===== config.mk =====
export PLATFORM = sky130hd
export DESIGN_NAME = cba_div
export DESIGN_NICKNAME = d
export VERILOG_FILES = /design/src/hdl/cba_div.sv
export SDC_FILE = /design/constraint.sdc
export NUM_CORES = 1
export LEC_CHECK = 0
export BUFFER_PORTS_ARGS = -buffer_cell sky130_fd_sc_hd__buf_2
export CAP_MARGIN = 20
export CORE_ASPECT_RATIO = 1.25
export CORE_UTILIZATION = 52
export CTS_CLUSTER_SIZE = 28
export DETAILED_ROUTE_END_ITERATION = 6
export GPL_TIMING_DRIVEN = 0
export PLACE_DENSITY = 0.77
export SYNTH_ARGS = -nofsm -noshare
export SYNTH_HDL_FRONTEND = slang
export SYNTH_SLANG_ARGS = --single-unit
export TNS_END_PERCENT = 50

===== constraint.sdc =====
create_clock -name clk -period 2.81 [get_ports clk]
set_input_delay 0.1405 -clock clk [delete_from_list [all_inputs] [get_ports clk]]
set_output_delay 0.1405 -clock clk [all_outputs]
set_load 0.005 [all_outputs]

===== src/hdl/cba_div.sv =====
// Restoring divider, one quotient bit per cycle.
`timescale 1ns / 1ps
`default_nettype none
module cba_div #(
	parameter int NW = 36,
	parameter int DW = 16
) (
	input  wire logic          clk,
	input  wire logic          arst_n,
	input  wire logic          start,
	input  wire logic [NW-1:0] num,
	input  wire logic [DW-1:0] den,
	output logic               busy,
	output logic               done,
	output logic [NW-1:0]      quo,
	output logic [DW-1:0]      rem
);

	localparam int CW = $clog2(NW + 1);

	logic [NW-1:0] work_q;
	logic [DW-1:0] rem_q;
	logic [DW-1:0] den_q;
	logic [CW-1:0] cnt_q;
	logic          run_q;
	logic          done_q;
	logic [DW:0]   trial;
	logic          ge;

	// shift in the next dividend bit and try the subtract
	assign trial = {rem_q, work_q[NW-1]};
	assign ge    = trial >= {1'b0, den_q};

	always_ff @(posedge clk or negedge arst_n) begin
		if (!arst_n) begin
			run_q  <= 1'b0;
			done_q <= 1'b0;
			cnt_q  <= '0;
		end else begin
			done_q <= 1'b0;
			if (start) begin
				run_q <= 1'b1;
				cnt_q <= CW'(NW);
			end else if (run_q) begin
				cnt_q <= cnt_q - CW'(1);
				if (cnt_q == CW'(1)) begin
					run_q  <= 1'b0;
					done_q <= 1'b1;
				end
			end
		end
	end

	// datapath, no reset
	always_ff @(posedge clk) begin
		if (start) begin
			work_q <= num;
			rem_q  <= '0;
			den_q  <= den;
		end else if (run_q) begin
			work_q <= {work_q[NW-2:0], ge};
			rem_q  <= ge ? DW'(trial - {1'b0, den_q}) : trial[DW-1:0];
		end
	end

	assign busy = run_q;
	assign done = done_q;
	assign quo  = work_q;
	assign rem  = rem_q;

endmodule
`default_nettype wire


==> flow_summary_export.csv, run 1 <==
group,metric,value,unit
drt,routed_wl,8680,µm
logic_synthesis,yosys.area.top_type,"edfxtp_1",
finish,drive_gt1_frac,0.365,
grt,grt_usage,0.238,
worst_setup_path,end_kind,"flip-flop",
timing,worst_pin_slew,0.807,ns
grt,antenna_found_initial,0,
grt,grt_max_degree,21,
timing,slew-limit-headroom,0.460,
timing,rsz0062_at_grt,"no",
logic_synthesis,synthArstFlopShare,0.105,
clock_network,cts-resized-gates,0,
timing,setup_viol,0,
timing,maxSlewViolCount,0,
worst_setup_path,critical_path_arrival,2.82,ns
clock_network,numCtsBuffers,9,
grt,grt_pass1_vias,3112,
placement,dp_hpwl,6280,µm
clock_network,path_clk_slew,0.08,ns
finish,area_growth,27.4,%
floorplan,io_pins,109,
worst_hold_path,hold_depth,2,
logic_synthesis,synth-main-ff-cell,"edfxtp_1",
logic_synthesis,yosysTopAreaCellShare,0.402,
worst_hold_path,holdPathEnd,"quo[18]",
logic_synthesis,synth_area,0.00388,mm²
worst_setup_path,rr_worst_depth,8,
worst_setup_path,r2r_start,"rem[11]",
power_and_ir_drop,vdd_ir_drop_max,0.000430,V
worst_setup_path,path_max_fanout,8,
timing,period_share,0.911,
floorplan,die-area,0.00782,mm²
worst_hold_path,hp-class,"input port to flip-flop",
placement,io_buffers,108,
logic_synthesis,synthTopCellsByArea,"edfxtp_1 (40%), mux2_2 (10%), dfxtp_1 (8.2%), ha_1 (5.8%), dfrtp_1 (5.2%)",
logic_synthesis,syn-num-nets,395,
logic_synthesis,synth.most_common_cell,"edfxtp_1",
flow_run,cap_violations,0,
logic_synthesis,postSynthAreaPerCell,12.1,µm²
clock_network,clk_latency,0.35,ns
worst_hold_path,min_from,"num[18]",
power_and_ir_drop,leakagePower,0.00226,µW
floorplan,start_util,0.547,
power_and_ir_drop,power.density,772,mW/mm²
clock_network,postCtsHoldBufs,17,
timing,max_freq,0.391,GHz
timing,holdWs,0.0887,ns
floorplan,die_h,98.6,µm
clock_network,postCtsSetupBuffers,0,
clock_network,htree_levels,3,
placement,dp.cells,520,
logic_synthesis,ys_warn_count,0,
worst_setup_path,criticalPathCategory,"flip-flop to flip-flop",
drt,via_per_inst,5.44,
floorplan,die_x,79.3,µm
timing,finalHoldViolCount,0,
worst_setup_path,r2r_slack,0.25,ns
logic_synthesis,synth.yosys.seq_area_share,0.536,
floorplan,core,0.00710,mm²
drt,drtIter0Drc,122,
logic_synthesis,synthCells,321,
finish,antennaDiodeCount,0,
logic_synthesis,synth_enable_flop_cells,52,
drt,firstDrtPassIters,4,
logic_synthesis,synth_cell_types,46,
finish,final_cells,553,
worst_setup_path,required,3.07,ns
run_status,status,"completed",
timing,fin_crit,2.56,ns
drt,drc,0,
timing,tns,0,ns
clock_network,clock_path_buffers,2,
grt,grt_overflow_total,0,
drt,vias,3009,
timing,fin_skew,0.00761,ns
worst_setup_path,worstSetupStartpointType,"flip-flop",
placement,finalWeightedCongestion,0.963,
drt,wl_per_cell,15.7,µm
logic_synthesis,synth_seq_cells,76,
clock_network,cts-root-buf,"clkbuf_8",
logic_synthesis,ys_top_cells_by_count,"edfxtp_1 (52), mux2_2 (36), nor2_1 (26)",
drt,ant_nets,0,
finish,nets,532,
clock_network,cts_tree,"done",
worst_setup_path,crit-reg2reg-capture,"rem[0]",
floorplan,row_count,34,
grt,grt_pass1_wl,14100,µm
clock_network,cts.sinks,76,
[state kept, by name, summed over array words and instances, names as in the netlist]
signal	cells
cnt_q	6
busy	1
quo	36
den_q	16
done	1
rem	16
[layer usage]
layer  wire length, µm  vias to the layer above  track usage  part of all wire
li1                  -                     1454            -                 -
met1              3630                     1425        0.281              0.42
met2              4320                      107        0.395              0.50
met3               486                       23       0.0565             0.056
met4               240                        0        0.130             0.028
met5                 0                        -            0                 0
[how the worst max path moves through the flow]
| stage | from | slack [ns] | endpoint |
|---|---|---|---|
| 2_1_floorplan | rem[11] | 0.57 | rem[0] |
| 3_3_place_gp | start | 0.16 | quo[1] |
| 3_5_place_dp | start | 0.26 | quo[2] |
| 4_1_cts | rem[11] | 0.29 | quo[0] |
| 5_1_grt | rem[9] | 0.12 | rem[0] |
| 6_report | rem[11] | 0.25 | rem[0] |
[stage by stage]
step	instance area [µm²]	utilization	setup slack, ns	power, µW
6_report	4950	0.697	0.251	3820
3_3_place_gp	4540	0.639	0.163	2850
5_1_grt	4950	0.697	0.121	4030
2_1_floorplan	3880	-	0.566	2480
4_1_cts	4950	0.697	0.289	3830
3_5_place_dp	4560	0.642	0.264	2890
[power by group]
group / switching (µW) / leakage (µW) / internal (µW)
clock: 425 / 0.000111 / 497
sequential: 151 / 0.000764 / 1390
combinational: 705 / 0.00138 / 649
[kinds of logic after synthesis]
group | synth area share
buffers and inverters | 0.0351
XOR/XNOR | 0.0361
adder cells (fa/ha/maj) | 0.0631
AO/OA/AOI/OAI | 0.106
AND/OR/NAND/NOR | 0.0905
flip-flops | 0.536
multiplexers | 0.133
[layout make-up]
cell class | count | area [µm²]
repair buffers | 126 | 738
clock inverters | 7 | 91.3
multi-input cells | 211 | 1670
plain buffers | 12 | 53.8
flip-flops and latches | 76 | 2080
well taps | 90 | 113
fillers | 561 | 2150
clock buffers | 9 | 124
inverters | 22 | 82.6
[cells in the final DEF (no fill, tap or decap), types with 2 or more instances in the layout]
cell | netlist | routed
and2_1 | 2 | 2
nand3_1 | 3 | 3
clkbuf_1 | 10 | 10
nor3_1 | 3 | 3
clkinv_4 | 0 | 2
a211oi_1 | 11 | 11
mux2i_1 | 11 | 11
bufinv_16 | 0 | 2
inv_1 | 22 | 22
a31oi_1 | 2 | 2
edfxtp_1 | 52 | 52
nor2_1 | 26 | 26
nor2b_1 | 2 | 2
buf_2 | 1 | 109
clkinv_2 | 0 | 2
a21oi_1 | 11 | 11
a21oi_2 | 3 | 3
dfxtp_1 | 16 | 16
o31ai_1 | 4 | 4
ha_1 | 18 | 18
and3_1 | 3 | 3
o21ai_0 | 7 | 7
xnor2_1 | 9 | 9
a21o_1 | 3 | 3
clkbuf_8 | 0 | 9
nand2_1 | 17 | 17
a32oi_1 | 4 | 4
dlygate4sd3_1 | 0 | 17
xor2_1 | 7 | 7
mux2_2 | 36 | 36
nand2b_1 | 9 | 9
o21ai_1 | 3 | 3
dfrtp_1 | 8 | 8
[critical path: stages, from the launching register on]
cell      delay (ns)
dfxtp_1         0.35
ha_1            0.41
a21oi_2         0.22
o21ai_1         0.10
a31oi_1         0.19
a21oi_2         0.10
a311oi_4        0.48
mux2_2          0.39
a211oi_1        0.23
No activity file was read; power rests on OpenSTA's default activity.
==> run 2: changes to the inputs <==
CELL_PAD_IN_SITES_DETAIL_PLACEMENT = 1   (was not set)
CELL_PAD_IN_SITES_GLOBAL_PLACEMENT = 1   (was not set)
CORE_UTILIZATION = 41   (was 52)
==> flow_summary_export.csv, run 2 (same netlist as run 1, synthesis figures left out) <==
group,metric,value,unit
worst_setup_path,critical_path_arrival,2.79,ns
finish,antennaDiodeCount,0,
worst_setup_path,cp_top_family,"compound AO/OA/AOI/OAI gates",
flow_run,cap_violations,0,
placement,finalWeightedCongestion,0.876,
placement,dp_hpwl,7080,µm
timing,tns,0,ns
floorplan,start_util,0.423,
clock_network,cts.sinks,76,
placement,placed_area,0.00461,mm²
drt,ant_nets,0,
drt,drtIter0Drc,58,
clock_network,numCtsBuffers,9,
worst_setup_path,criticalPathCategory,"flip-flop to flip-flop",
floorplan,io_pins,109,
timing,rsz0062_at_grt,"no",
grt,grt_max_degree,24,
finish,fin_area,0.00505,mm²
grt,grt_pass1_vias,3301,
clock_network,cts-root-buf,"clkbuf_16",
worst_setup_path,path_cells,"inv_1 > ha_1 > a21oi_1 > o21ai_1 > a31oi_1 > a21oi_2 > a311oi_4 > buf_6 > mux2i_1 > o21ai_0",
grt,grt_overflow_total,0,
worst_hold_path,hp-class,"input port to flip-flop",
finish,nets,532,
clock_network,htree_levels,3,
timing,max_freq,0.388,GHz
finish,area_growth,29.9,%
timing,holdWs,0.100,ns
grt,antenna_found_initial,0,
clock_network,cts-resized-gates,0,
run_status,status,"completed",
floorplan,die_h,111,µm
drt,firstDrtPassIters,4,
worst_setup_path,critPathMaxStageDelay,0.47,ns
finish,drive_gt1_frac,0.363,
timing,maxSlewViolCount,0,
worst_setup_path,end_kind,"flip-flop",
floorplan,die-area,0.00987,mm²
clock_network,clock_path_buffers,2,
grt,grt_pass1_wl,16000,µm
power_and_ir_drop,leakagePower,0.00227,µW
worst_setup_path,r2r_start,"den_q[10]",
power_and_ir_drop,power.density,791,mW/mm²
placement,dp.cells,553,
worst_hold_path,min_from,"num[1]",
clock_network,postCtsSetupBuffers,0,
floorplan,core,0.00917,mm²
worst_setup_path,path_max_fanout,10,
drt,wl_per_cell,17.1,µm
floorplan,row_count,39,
worst_setup_path,r2r_slack,0.23,ns
worst_setup_path,crit_path_start,"den_q[10]",
drt,via_per_inst,5.18,
finish,final_common_cell,"buf_2",
drt,drc,0,
worst_setup_path,worstSetupStartpointType,"flip-flop",
grt,grt_usage,0.216,
timing,finalHoldViolCount,0,
finish,largest_register_ffs,36,
drt,vias,3033,
worst_setup_path,required,3.02,ns
worst_setup_path,slowest_stage,"a311oi_4",
power_and_ir_drop,vdd_ir_drop_max,0.000448,V
timing,setup_viol,0,
placement,io_buffers,108,
timing,fin_skew,0.0104,ns
drt,routed_wl,10000,µm
clock_network,cts_tree,"done",
finish,final_cell_mix,"buf_2 (109), edfxtp_1 (52), mux2_2 (36), nor2_1 (26), inv_1 (22)",
worst_setup_path,path_buf_inv,2,
timing,slew-limit-headroom,0.422,
timing,period_share,0.917,
timing,fin_crit,2.58,ns
floorplan,die_x,89.1,µm
clock_network,path_clk_slew,0.07,ns
finish,final_cells,586,
clock_network,clk_latency,0.34,ns
timing,worst_pin_slew,0.864,ns
## run 2: cell types whose count changed in the layout (fill, tap and decap cells not counted)
cell	before	now
clkbuf_16	0	9
clkbuf_8	9	0
bufinv_16	2	0
clkbuf_1	10	12
clkinvlp_4	0	2
clkinv_1	1	0
clkinv_2	2	1
clkinv_4	2	1
inv_6	0	1
## run 2: per-stage QoR
stage / total power [µW] / worst slack [ns] / utilization
finish: 3990 / 0.233 / 0.550
global route: 4230 / 0.0226 / 0.550
CTS: 4030 / 0.215 / 0.550
detailed placement: 2920 / 0.200 / 0.502
global placement: 2870 / -0.0238 / 0.499
floorplan: 2480 / 0.566 / -
## run 2: layer usage
metal | vias up | GRT usage | part of all wire
met2 | 83 | 0.380 | 0.52
met4 | 0 | 0.0730 | 0.017
met3 | 14 | 0.0670 | 0.056
met5 | - | 0 | 0
li1 | 1452 | - | -
met1 | 1484 | 0.243 | 0.40
## run 2: path summary, 6_finish.rpt
path,end,depth (start not counted)
hold / removal,quo[1],2
setup / recovery,rem[11],10
hold reg to reg,rem[15],2
min in group asynchronous,cnt_q[3],2
max in group asynchronous,cnt_q[5],2
setup reg to reg,rem[11],10
## run 2: layout make-up
cell class                 instances  area, µm²
clock inverter                     5       37.5
inverter                          22       82.6
multi-input combinational        211       1670
clock buffer                      11        233
timing repair buffer             126        738
sequential                        76       2080
tap                              123        154
fill                            1037       4130
buffer                            12       53.8
## run 2: timing repair
action	in CTS	in global routing
hold buffers	17	0
endpoints found under the setup margin	0	1
endpoints found under the hold margin	24	0
## run 2: report_power, final
part           internal, µW  switching [µW]
Sequential             1390             146
Combinational           651             719
Clock                   602             478
